===== src/noise_shaped_audio_dither_core_assert.svh =====
// ----------------------------------------------------------------------------
// Noise-shaped audio dither core: assertion macros
// Concurrent check wrappers, clocked on clk and disabled during arst_n low.
// ----------------------------------------------------------------------------
`ifndef NOISE_SHAPED_AUDIO_DITHER_CORE_ASSERT_SVH
`define NOISE_SHAPED_AUDIO_DITHER_CORE_ASSERT_SVH

`ifndef SYNTHESIS
// same-cycle implication
`define NSAD_ASSERT_IMP(lbl, ante, cons) \
	lbl: assert property (@(posedge clk) disable iff (!arst_n) (ante) |-> (cons)) \
		else $error("noise_shaped_audio_dither_core: check failed");
// next-cycle implication
`define NSAD_ASSERT_NXT(lbl, ante, cons) \
	lbl: assert property (@(posedge clk) disable iff (!arst_n) (ante) |=> (cons)) \
		else $error("noise_shaped_audio_dither_core: check failed");
`else
`define NSAD_ASSERT_IMP(lbl, ante, cons)
`define NSAD_ASSERT_NXT(lbl, ante, cons)
`endif

`endif


===== src/nsad_pkg.sv =====
// ----------------------------------------------------------------------------
// nsad_pkg
// Shared types and constants of the noise-shaped audio dither core.
// ----------------------------------------------------------------------------
`default_nettype none

package nsad_pkg;

	localparam int MAX_CHANNELS = 9;
	localparam int FRAC_BITS    = 28;
	localparam int CHAN_W       = 4;
	localparam int SAMPLE_W     = 32;
	localparam int ACC_W        = 36;
	localparam int CFG_IDX_W    = 2;
	localparam int CFG_DATA_W   = 4;

	typedef logic signed [ACC_W-1:0] acc_t;

	localparam logic [CFG_IDX_W-1:0] CFG_DITHER_ON     = 2'd0;
	localparam logic [CFG_IDX_W-1:0] CFG_TARGET_WIDTH  = 2'd1;
	localparam logic [CFG_IDX_W-1:0] CFG_CHANNEL_COUNT = 2'd2;

	localparam logic [SAMPLE_W-1:0] LCG_MUL = 32'h0019_660D;
	localparam logic [SAMPLE_W-1:0] LCG_ADD = 32'h3C6E_F35F;

	localparam acc_t ONE     = acc_t'(1) <<< FRAC_BITS;
	localparam acc_t NEG_ONE = -ONE;

	// target LSB exponents: 16-bit and 8-bit targets
	localparam int LSB16_EXP = FRAC_BITS - 15;
	localparam int LSB8_EXP  = FRAC_BITS - 7;
	localparam acc_t LSB16   = acc_t'(1) <<< LSB16_EXP;
	localparam acc_t LSB8    = acc_t'(1) <<< LSB8_EXP;
	// (diff * lsb) >> 32 is a plain right shift by these amounts
	localparam int DSH16     = SAMPLE_W - LSB16_EXP;
	localparam int DSH8      = SAMPLE_W - LSB8_EXP;

	typedef enum logic [10:0] {
		ST_IDLE = 11'b000_0000_0001,
		ST_ADD0 = 11'b000_0000_0010,
		ST_ADD1 = 11'b000_0000_0100,
		ST_ADD2 = 11'b000_0000_1000,
		ST_SEED = 11'b000_0001_0000,
		ST_DIFF = 11'b000_0010_0000,
		ST_Y0   = 11'b000_0100_0000,
		ST_Y1   = 11'b000_1000_0000,
		ST_CLIP = 11'b001_0000_0000,
		ST_ERR  = 11'b010_0000_0000,
		ST_DONE = 11'b100_0000_0000
	} state_t;

	typedef struct packed {
		acc_t a;
		acc_t b;
		logic sub;
	} alu_op_t;

endpackage

`default_nettype wire


===== src/nsad_alu.sv =====
// ----------------------------------------------------------------------------
// nsad_alu
// Shared wide adder/subtractor, reused by the arithmetic steps of the sequencer.
// ----------------------------------------------------------------------------
`default_nettype none

module nsad_alu (
	input  wire nsad_pkg::alu_op_t op,
	output nsad_pkg::acc_t         res
);
	import nsad_pkg::*;

	always_comb begin
		if (op.sub) begin
			res = op.a - op.b;
		end else begin
			res = op.a + op.b;
		end
	end

endmodule

`default_nettype wire


===== src/noise_shaped_audio_dither_core.sv =====
// ----------------------------------------------------------------------------
// noise_shaped_audio_dither_core
// Noise-shaped linear dither with an LCG source for interleaved audio.
// ----------------------------------------------------------------------------
// Sequencing: a dithered item steps through the shared adder states ADD0 to ERR
//   before DONE, a bypassed item goes straight to DONE; an output stall holds DONE.
// The input stalls until the current item leaves DONE, so items never overlap;
//   this is set by the single shared adder stepping through its operations in turn.
// Reset: arst_n clears config to defaults, all taps, seeds and the channel
//   counter at once; no clearing pass is needed.
// ----------------------------------------------------------------------------
`default_nettype none

`include "noise_shaped_audio_dither_core_assert.svh"

module noise_shaped_audio_dither_core (
	input  wire                                 clk,
	input  wire                                 arst_n,
	// configuration write port
	input  wire                                 cfg_we,
	input  wire [nsad_pkg::CFG_IDX_W-1:0]       cfg_index,
	input  wire [nsad_pkg::CFG_DATA_W-1:0]      cfg_data,
	// input channel
	input  wire                                 in_valid,
	output logic                                in_stall,
	input  wire signed [nsad_pkg::SAMPLE_W-1:0] sample_in,
	input  wire                                 buffer_start,
	// output channel
	output logic                                out_valid,
	input  wire                                 out_stall,
	output logic signed [nsad_pkg::SAMPLE_W-1:0] sample_out
);
	import nsad_pkg::*;

	// configuration
	logic              dither_on_q;
	logic              tsel_q;
	logic [CHAN_W-1:0] ccount_q;

	// per-channel state, indexed by the item's channel
	logic [SAMPLE_W-1:0] err_now_q  [MAX_CHANNELS];
	logic [SAMPLE_W-1:0] err_prev_q [MAX_CHANNELS];
	logic [SAMPLE_W-1:0] err_old_q  [MAX_CHANNELS];
	logic [SAMPLE_W-1:0] seed_q     [MAX_CHANNELS];
	logic [CHAN_W-1:0]   chan_index_q;

	// sequencer and working registers
	state_t              state_q;
	logic [SAMPLE_W-1:0] x_q;
	logic [CHAN_W-1:0]   chan_q;
	acc_t                acc_q;
	acc_t                s_q;
	acc_t                y_q;
	acc_t                d_q;
	logic [SAMPLE_W-1:0] prod_q;
	logic [SAMPLE_W-1:0] n_q;
	logic [SAMPLE_W-1:0] res_q;

	// output register
	logic                out_valid_q;
	logic [SAMPLE_W-1:0] out_q;

	logic                in_acc;
	logic                out_free;
	logic [CHAN_W-1:0]   count_w;
	logic [CHAN_W-1:0]   chan_w;
	logic [CHAN_W-1:0]   nxt_w;

	logic [SAMPLE_W-1:0] e0_rd;
	logic [SAMPLE_W-1:0] e1_rd;
	logic [SAMPLE_W-1:0] e2_rd;
	logic [SAMPLE_W-1:0] seed_rd;
	logic [SAMPLE_W-1:0] mul_lo;
	logic [SAMPLE_W-1:0] diff_w;
	acc_t                d_w;
	acc_t                y_clip;
	acc_t                s_clip;

	alu_op_t             alu_op;
	acc_t                alu_res;

	function automatic acc_t sext(input logic [SAMPLE_W-1:0] v);
		return {{(ACC_W-SAMPLE_W){v[SAMPLE_W-1]}}, v};
	endfunction

	function automatic acc_t zext(input logic [SAMPLE_W-1:0] v);
		return {{(ACC_W-SAMPLE_W){1'b0}}, v};
	endfunction

	assign in_stall   = (state_q != ST_IDLE);
	assign in_acc     = in_valid && !in_stall;
	assign out_valid  = out_valid_q;
	assign sample_out = out_q;
	assign out_free   = !out_valid_q || !out_stall;

	// channel select: clamp the count to [1, MAX_CHANNELS], restart on buffer start,
	// fall back to channel 0 when the counter lies beyond the count
	always_comb begin
		count_w = ccount_q;
		if (ccount_q == '0) begin
			count_w = CHAN_W'(1);
		end else if (ccount_q > CHAN_W'(MAX_CHANNELS)) begin
			count_w = CHAN_W'(MAX_CHANNELS);
		end
		chan_w = buffer_start ? '0 : chan_index_q;
		if (chan_w >= count_w) begin
			chan_w = '0;
		end
		nxt_w = chan_w + CHAN_W'(1);
		if (nxt_w >= count_w) begin
			nxt_w = '0;
		end
	end

	// state of the item's channel
	assign e0_rd   = err_now_q[chan_q];
	assign e1_rd   = err_prev_q[chan_q];
	assign e2_rd   = err_old_q[chan_q];
	assign seed_rd = seed_q[chan_q];

	// LCG multiply, low 32 bits only; registered before the add
	assign mul_lo = seed_rd * LCG_MUL;

	// seed step difference scaled by one target LSB is a right shift
	assign diff_w = alu_res[SAMPLE_W-1:0];
	assign d_w    = tsel_q ? (zext(diff_w) >> DSH16) : (zext(diff_w) >> DSH8);

	// saturate y to +/-1.0; clamp s on the same side only
	always_comb begin
		y_clip = acc_q;
		s_clip = s_q;
		if (acc_q > ONE) begin
			y_clip = ONE;
			if (s_q > ONE) begin
				s_clip = ONE;
			end
		end else if (acc_q < NEG_ONE) begin
			y_clip = NEG_ONE;
			if (s_q < NEG_ONE) begin
				s_clip = NEG_ONE;
			end
		end
	end

	// operand select for the shared adder, one operation per state
	always_comb begin
		alu_op.a   = '0;
		alu_op.b   = '0;
		alu_op.sub = 1'b0;
		case (state_q)
			ST_ADD0: begin
				alu_op.a = sext(x_q);
				alu_op.b = sext(e0_rd);
			end
			ST_ADD1: begin
				alu_op.a   = acc_q;
				alu_op.b   = sext(e1_rd);
				alu_op.sub = 1'b1;
			end
			ST_ADD2: begin
				alu_op.a = acc_q;
				alu_op.b = sext(e2_rd);
			end
			ST_SEED: begin
				alu_op.a = zext(prod_q);
				alu_op.b = zext(LCG_ADD);
			end
			ST_DIFF: begin
				alu_op.a   = zext(n_q);
				alu_op.b   = zext(seed_rd);
				alu_op.sub = 1'b1;
			end
			ST_Y0: begin
				alu_op.a = s_q;
				alu_op.b = tsel_q ? LSB16 : LSB8;
			end
			ST_Y1: begin
				alu_op.a = acc_q;
				alu_op.b = d_q;
			end
			ST_ERR: begin
				alu_op.a   = s_q;
				alu_op.b   = y_q;
				alu_op.sub = 1'b1;
			end
			default: begin
				alu_op.a   = '0;
				alu_op.b   = '0;
				alu_op.sub = 1'b0;
			end
		endcase
	end

	nsad_alu u_alu (
		.op  (alu_op),
		.res (alu_res)
	);

	// configuration registers; an index beyond the list is dropped
	always_ff @(posedge clk or negedge arst_n) begin
		if (!arst_n) begin
			dither_on_q <= 1'b0;
			tsel_q      <= 1'b1;
			ccount_q    <= CHAN_W'(2);
		end else if (cfg_we) begin
			case (cfg_index)
				CFG_DITHER_ON:     dither_on_q <= cfg_data[0];
				CFG_TARGET_WIDTH:  tsel_q      <= cfg_data[0];
				CFG_CHANNEL_COUNT: ccount_q    <= cfg_data[CHAN_W-1:0];
				default:           ;
			endcase
		end
	end

	// sequencer
	always_ff @(posedge clk or negedge arst_n) begin
		if (!arst_n) begin
			state_q      <= ST_IDLE;
			chan_index_q <= '0;
			out_valid_q  <= 1'b0;
		end else begin
			// raise the output item as the result moves in, release it once taken
			if ((state_q == ST_DONE) && out_free) begin
				out_valid_q <= 1'b1;
			end else if (out_valid_q && !out_stall) begin
				out_valid_q <= 1'b0;
			end
			case (state_q)
				ST_IDLE: begin
					if (in_acc) begin
						// advance the counter even in bypass to track the buffer
						chan_index_q <= nxt_w;
						state_q      <= dither_on_q ? ST_ADD0 : ST_DONE;
					end
				end
				ST_ADD0: state_q <= ST_ADD1;
				ST_ADD1: state_q <= ST_ADD2;
				ST_ADD2: state_q <= ST_SEED;
				ST_SEED: state_q <= ST_DIFF;
				ST_DIFF: state_q <= ST_Y0;
				ST_Y0:   state_q <= ST_Y1;
				ST_Y1:   state_q <= ST_CLIP;
				ST_CLIP: state_q <= ST_ERR;
				ST_ERR:  state_q <= ST_DONE;
				ST_DONE: begin
					// hold the result until the output register frees up
					if (out_free) begin
						state_q <= ST_IDLE;
					end
				end
				default: state_q <= ST_IDLE;
			endcase
		end
	end

	// datapath registers
	always_ff @(posedge clk) begin
		case (state_q)
			ST_IDLE: begin
				if (in_acc) begin
					x_q    <= sample_in;
					res_q  <= sample_in;
					chan_q <= chan_w;
				end
			end
			ST_ADD0: begin
				acc_q  <= alu_res;
				prod_q <= mul_lo;
			end
			ST_ADD1: acc_q <= alu_res;
			ST_ADD2: s_q   <= alu_res;
			ST_SEED: n_q   <= alu_res[SAMPLE_W-1:0];
			ST_DIFF: d_q   <= d_w;
			ST_Y0:   acc_q <= alu_res;
			ST_Y1:   acc_q <= alu_res;
			ST_CLIP: begin
				y_q <= y_clip;
				s_q <= s_clip;
			end
			ST_ERR:  res_q <= y_q[SAMPLE_W-1:0];
			ST_DONE: begin
				if (out_free) begin
					out_q <= res_q;
				end
			end
			default: ;
		endcase
	end

	// per-channel taps and seeds: shift the taps and store the new error
	always_ff @(posedge clk or negedge arst_n) begin
		if (!arst_n) begin
			for (int i = 0; i < MAX_CHANNELS; i++) begin
				err_now_q[i]  <= '0;
				err_prev_q[i] <= '0;
				err_old_q[i]  <= '0;
				seed_q[i]     <= '0;
			end
		end else if (state_q == ST_ERR) begin
			err_old_q[chan_q]  <= e1_rd;
			err_prev_q[chan_q] <= {e0_rd[SAMPLE_W-1], e0_rd[SAMPLE_W-1:1]};
			err_now_q[chan_q]  <= alu_res[SAMPLE_W-1:0];
			seed_q[chan_q]     <= n_q;
		end
	end

	// checks
	`NSAD_ASSERT_IMP(a_chan_range, 1'b1, chan_index_q < CHAN_W'(MAX_CHANNELS))
	`NSAD_ASSERT_NXT(a_bypass_path, in_valid && !in_stall && !dither_on_q, state_q == ST_DONE)
	`NSAD_ASSERT_IMP(a_clip_range, state_q == ST_ERR, (y_q <= ONE) && (y_q >= NEG_ONE))
	`NSAD_ASSERT_NXT(a_done_release, (state_q == ST_DONE) && out_free, out_valid_q && (state_q == ST_IDLE))

endmodule

`default_nettype wire


===== config.mk =====
export PLATFORM = sky130hd
export DESIGN_NAME = noise_shaped_audio_dither_core
export DESIGN_NICKNAME = d
export VERILOG_FILES = /design/src/nsad_pkg.sv /design/src/nsad_alu.sv /design/src/noise_shaped_audio_dither_core.sv
export VERILOG_INCLUDE_DIRS = /design/src /design/src/src
export SDC_FILE = /design/constraint.sdc
export NUM_CORES = 2
export LEC_CHECK = 0
export ABC_AREA = 0
export BUFFER_PORTS_ARGS = -buffer_cell sky130_fd_sc_hd__buf_2
export CORE_MARGIN = 5
export CORE_UTILIZATION = 50
export CTS_CLUSTER_DIAMETER = 60
export DETAILED_ROUTE_END_ITERATION = 10
export PLACE_DENSITY = 0.65
export SETUP_SLACK_MARGIN = 0.4
export SLEW_MARGIN = 25
export SYNTH_ARGS = -nofsm -noshare
export SYNTH_HDL_FRONTEND = slang
export SYNTH_SLANG_ARGS = --single-unit

===== constraint.sdc =====
create_clock -name clk -period 15 [get_ports clk]
set_clock_uncertainty 0.15 [all_clocks]
set_input_delay 3.75 -clock clk [delete_from_list [all_inputs] [get_ports clk]]
set_output_delay 3.75 -clock clk [all_outputs]
set_load 0.01 [all_outputs]

### After elaboration in Yosys (flattened, before gate mapping)

Index checks and enable logic that the tools add are counted.

| storage, ports and cells | value |
|---|---|
| bits of input ports | 44 |
| register bits | 1482 |
| word-level logic and storage cells | 153 |
| output and inout port bits | 34 |

| operators by class | value |
|---|---|
| $add $sub $neg | 3 |
| eq/ne operators | 19 |
| multiply operators | 1 |
| reduce and logical (&&, ||, !) cells | 24 |
| $lt $le $gt $ge | 9 |
| muxes and demuxes | 42 |
| bitwise logic cells | 1 |

Operators by type and width:

| kind | number |
|---|---|
| bitwise mux 288 bit | 4 |
| case mux 72 bit (8 select lines) | 1 |
| binary-select mux 32 bit (select 4 bit) | 4 |
| two-way mux 32 bit | 10 |
| two-way mux 36 bit | 6 |
| demux 32 bit (select 4 bit) | 1 |
| case mux 11 bit (11 select lines) | 1 |
| greater-than comparator 36 x 30 -> 1 bit (second input constant) | 2 |
| < comparator 36 x 29 -> 1 bit (second input constant) | 2 |
| case mux 36 bit (2 select lines) | 1 |
| case mux 32 bit (2 select lines) | 1 |
| adder 36 bit | 1 |
| subtractor 36 bit | 1 |
| two-way mux 11 bit | 3 |
| multiplier 32 x 21 -> 32 bit (second input constant) | 1 |
| two-way mux 22 bit | 1 |
| two-way mux 4 bit | 5 |
| AND reduction 2 bit | 7 |
| two-way mux 13 bit | 1 |
| == test 11 x 1 -> 1 bit (second input constant) | 1 |
| == test 11 x 10 -> 1 bit (second input constant) | 1 |
| == test 11 bit (second input constant) | 1 |
| == test 11 x 2 -> 1 bit (second input constant) | 1 |
| == test 11 x 3 -> 1 bit (second input constant) | 1 |
| 28 further kinds | 41 |

### Logic depth before layout (Yosys ltp)

| depth | value |
|---|---|
| depth in word-level cells | 8 |
| mapped depth | 33 |
| gate-level depth less buffers | 29 |

### Modules after synthesis

From an unflattened synthesis, not the netlist that was laid out.

| second synthesis, totals | value |
|---|---|
| cells, all modules | 5915 |
| area total of the unflattened synthesis | 72205.5 um2 |

By module, submodules not included:

| module | area an instance (um2) | cells an instance | instances |
|---|---|---|---|
| noise_shaped_audio_dither_core | 69429.1 | 5515 | 1 |
| nsad_alu | 2776.4 | 400 | 1 |

### Worst setup path before layout

OpenSTA, ideal clock, no wires.

| timing path | value |
|---|---|
| path kind | reg-to-reg |
| from | register chan_q[0] |
| to | register prod_q[30] (data pin) |
| arrival | 7675 ps |
| data required time | 14592 ps |
| setup time | 258 ps |
| path slack | 6917 ps |
| stages on the path, launching flop included | 31 |
| cell sequence | edfxtp_1 -> buf_6 -> buf_6 -> buf_6 -> nor4b_1 -> clkbuf_1 -> clkbuf_1 -> clkbuf_1 -> nand2_1 -> o21ai_0 -> ha_1 -> ha_1 -> fa_1 -> inv_1 -> fa_1 -> inv_1 -> fa_1 -> inv_1 -> fa_1 -> inv_1 -> fa_1 -> ha_1 -> a21o_1 -> a21oi_1 -> nor2_1 -> a211oi_1 -> nand2b_1 -> o211ai_1 -> a31o_2 -> a21oi_1 -> xnor2_1 |

| on the way | value |
|---|---|
| cells in the longest elaborated chain, start to end | 5 |

RTL lines:

| element | line | RTL |
|---|---|---|
| start, declared | noise_shaped_audio_dither_core.sv:50 | `logic [CHAN_W-1:0] chan_q;` |
| start signal, assigned | noise_shaped_audio_dither_core.sv:263 | `chan_q <= chan_w;` |
| NOT 4 -> 5 bit (implied by the code) | noise_shaped_audio_dither_core.sv:119 | `assign seed_rd = seed_q[chan_q];` |
| binary-select mux 32 bit (select 4 bit) | noise_shaped_audio_dither_core.sv:119 |  |
| two-way mux 32 bit (implied by the code) (2 in a row) | noise_shaped_audio_dither_core.sv:119 |  |
| multiplier 32 x 21 -> 32 bit | noise_shaped_audio_dither_core.sv:122 | `assign mul_lo = seed_rd * LCG_MUL;` |
| named net mul_lo[30] | noise_shaped_audio_dither_core.sv:73 | `logic [SAMPLE_W-1:0] mul_lo;` |
| end signal, assigned | noise_shaped_audio_dither_core.sv:268 | `prod_q <= mul_lo;` |
| end, declared | noise_shaped_audio_dither_core.sv:55 | `logic [SAMPLE_W-1:0] prod_q;` |

The timed path passes the listed nets, and every way through them passes these cells. The select of a mux whose other input is x is not followed.
A chain may end at the register's enable or synchronous reset.

### Final worst setup path

| timing path | value |
|---|---|
| from | register chan_q[0] |
| to | register prod_q[31] (data pin) |

The elaborated chain is that of the path after synthesis.

==> metrics.csv <==
stage,metric,value,unit
run_status,status,"complete, no violations",
synth,Compound-Gate Fraction of Synth Area,11.0,%
timing,min Tclk post-route,9960,ps
setup_path,CP max FO,80,
global_routing,GRT Max-Usage Layer,met2,
power_and_ir_drop,Power Internal,0.00827,W
power_and_ir_drop,combinational cell fraction of total power,34.8,%
global_routing,met1 Usage GRT,39.9,%
routing,DR vias,52000,
synth,Mean Syn Cell Area,10.8,µm²
place,# port buffers,77,
setup_path,CP endpoint kind,flip-flop,
final_layout,Layout fillers,12300,
final_layout,proportion of layout cells with a drive suffix above 1,14.2,%
synth,synthesized flop and latch total,1449,
synth,Post-Synthesis Net Count,7072,
synth,Syn Std Cell Area,72300,µm²
timing,Tightest Pin Transition,1120,ps
synth,Synth area leaders,"dfrtp_1 40%, edfxtp_1 12%, nand2_1 8.1%",
timing,total negative slack,0,ps
timing,Slew Limit Fails,0,
place,HPWL after DPL,148000,µm
floorplan,die area,152000,µm²
power_and_ir_drop,Seq pwr share,34.7,%
synth,proportion of synthesized area in mux cells,11.8,%
clocking,Post-CTS Setup Bufs,0,
floorplan,Die Ht,390,µm
clocking,clock sinks,1449,
synth,dominant cell type by area after synthesis,dfrtp_1,
power_and_ir_drop,sw power,0.00485,W
worst_hold_path,HP Class,flip-flop to flip-flop,
routing,drt first pass iters,6,
setup_path,worst setup path class,flip-flop to flip-flop,
power_and_ir_drop,Pwr Total,0.0131,W
global_routing,initial antenna violation count,3,
routing,WL/cell,25.8,µm
timing,Peak Freq,0.100,GHz
global_routing,met3 GRT Util,5.99,%
power_and_ir_drop,static leakage,36.4,nW
routing,Residual DRC,0,
clocking,cts bufs inserted,159,
timing,post-route clock period utilization,66.4,%
clocking,CTS max path bufs,3,
global_routing,GR Util All Layers,29.3,%
power_and_ir_drop,maximum vdd drop,0.216,mV
clocking,H-tree levels,4,
global_routing,met2 Use GR,45.6,%
global_routing,GRT overflow,0,
clocking,Post-CTS Resized,0,
synth,Synth top area share,39.9,%
synth,Post-synth EDFFs,293,
timing,RSZ-0062 raised after global routing,false,
synth,Adder-Cell Fraction of Synth Area,7.26,%
power_and_ir_drop,Switching Fraction,37.0,%
synth,post-synthesis xor/xnor area fraction,1.38,%
timing,endpoints failing setup,0,
floorplan,Core Rows,139,
synth,Post-Syn Instances,6688,
clocking,hold buffer count at cts,0,
synth,Synthesis Warnings,0,
clocking,clk root buf,clkbuf_16,
synth,Synth Area in Simple Gates,12.1,%
setup_path,WP data required,15400,ps
global_routing,vias in the first global route,51700,
clocking,"Clk pin slew, worst setup/hold paths",60,ps
floorplan,starting density of the core,50.3,%
floorplan,Die W,390,µm
clocking,clk_lat worst skew,810,ps
synth,most frequent cell after synthesis,nand2_1,
synth,predominant post-synthesis flop cell,dfrtp_1,
final_layout,Layout area overhead,10.6,%
place,dpl ws,5200,ps
setup_path,Startpoint Class,flip-flop,
timing,Max transition margin,25.2,%
routing,remaining antenna violation count,0,
job,max cap viols,0,
setup_path,WP data arrival,10360,ps
timing,"Worst Setup Slack, final",5040,ps
floorplan,io pins,78,
timing,"Hold Violations, Final",0,
routing,first-iteration detailed-routing DRC count,5267,
place,RePlAce Congestion,0.981,
floorplan,core area,144000,µm²
power_and_ir_drop,clock power share,30.5,%
routing,WL final,223000,µm
synth,largest family of logic cells by synthesized area,simple AND/OR/NAND/NOR gates,
global_routing,largest net degree at the start of global routing,168,
power_and_ir_drop,pwr/cell area,164,nW/µm²
synth,most frequent cells after synthesis,"1562 x nand2_1, 1153 x dfrtp_1, 835 x o21ai_0, 372 x clkbuf_1, 306 x inv_1",
synth,"Distinct cells, synth",90,
synth,ys async rst share,79.8,%
clocking,CTS tree,built,
synth,register area share after synthesis,52.2,%
final_layout,Layout Nets,6961,
routing,Via density,6.04,
global_routing,first-pass GRT wire length,335000,µm
## area by class of cell
type,instances,area (µm²),area share [%]
Sequential cell,1449,37700,47.2
Timing Repair Buffer,195,1440,1.80
Inverter,308,1160,1.45
Antenna cell,2,5.00,0.00626
Tap cell,1903,2380,2.98
Clock inverter,62,761,0.952
Clock buffer,233,4610,5.77
Multi-Input combinational cell,4464,31800,39.8
## power groups by stage
stage / sequential [W] / combinational (W) / clock (W)
after floorplan: 0.00457 / 0.00295 / 0
after global placement: 0.00462 / 0.00439 / 0
after detailed placement: 0.00462 / 0.00448 / 0
after CTS: 0.00454 / 0.00450 / 0.00406
after global routing: 0.00455 / 0.00497 / 0.00422
final: 0.00455 / 0.00456 / 0.00401
## worst paths after layout
kind                                start        endpoint  slack (ps)  cells past startpoint
worst min register to register  res_q[20]  sample_out[20]         260                      0
worst max register to register  chan_q[0]      prod_q[31]        5040                     27
max in group asynchronous          arst_n  err_prev_q[75]        9520                      3
worst min-delay path            res_q[20]  sample_out[20]         260                      0
worst max-delay path            chan_q[0]      prod_q[31]        5040                     27
min in group asynchronous          arst_n   err_old_q[58]        2870                      1
## flip-flops by register name, indices dropped and copies added, names as in the netlist, 4 cells and up
register / cells
err_now_q: 288
seed_q: 288
err_old_q: 279
err_prev_q: 279
acc_q: 36
s_q: 36
y_q: 36
n_q: 32
prod_q: 32
res_q: 32
sample_out: 32
x_q: 32
d_q: 21
state_q: 11
ccount_q: 4
chan_index_q: 4
chan_q: 4
## per-layer routing
layer  up-vias  wire (µm)
li1      23000          -
met1     26300      90700
met2      2185     102000
met4         2      12100
met5         -         14
met3       557      17600
## logic make-up after synthesis
kind of cell,Yosys count
simple gates,2110
flops,1449
compound gates,1372
buf+inv,775
xor+xnor,114
fa+ha+maj,340
mux,528
## through the flow
stage	hold slack [ps]	cell area [µm²]	utilization (%)	instances
after global routing	263	79900	55.6	8614
final	261	79900	55.6	8616
after global placement	251	74300	51.7	8317
after floorplan	250	72300	-	6688
after detailed placement	255	74500	51.9	8319
after CTS	262	79900	55.6	8614
## cell usage in the layout, fill, tap and decap left out, types with 34 or more instances in the layout
cell / Yosys / routed
a221o_1: 34 / 34
a21o_1: 34 / 34
ha_1: 208 / 208
clkbuf_16: 0 / 162
buf_2: 41 / 76
nand3_1: 38 / 38
mux2i_1: 122 / 122
clkbuf_1: 372 / 42
mux2_2: 166 / 166
fa_1: 132 / 132
nand2_1: 1562 / 1553
xnor2_1: 73 / 64
nor3_1: 41 / 35
dfrtp_1: 1153 / 1153
nor2_1: 249 / 245
a31oi_1: 40 / 35
a21oi_1: 186 / 185
o21ai_0: 835 / 835
a22oi_1: 56 / 56
and2_1: 38 / 38
buf_4: 9 / 103
edfxtp_1: 293 / 293
mux4_2: 240 / 240
inv_1: 306 / 304
xor2_1: 41 / 34
## critical path: stages, from the launching register on
cell and delay (ps):
edfxtp_1 450, buf_4 780, buf_4 610, buf_12 540, nor3_2 110, buf_4 300, a31oi_1 500, inv_1 260
ha_1 360, ha_1 280, inv_1 50, fa_1 510, fa_1 510, fa_1 500, inv_1 50, fa_1 440
ha_1 330, o21a_1 130, nor2_1 50, a2111oi_1 950, a221oi_1 250, buf_4 210, o21a_1 190, o31ai_1 460
o211a_1 240, o21a_1 110, nor2_1 50, xnor2_1 120
Note: power is estimated with default switching activity, not from simulation.
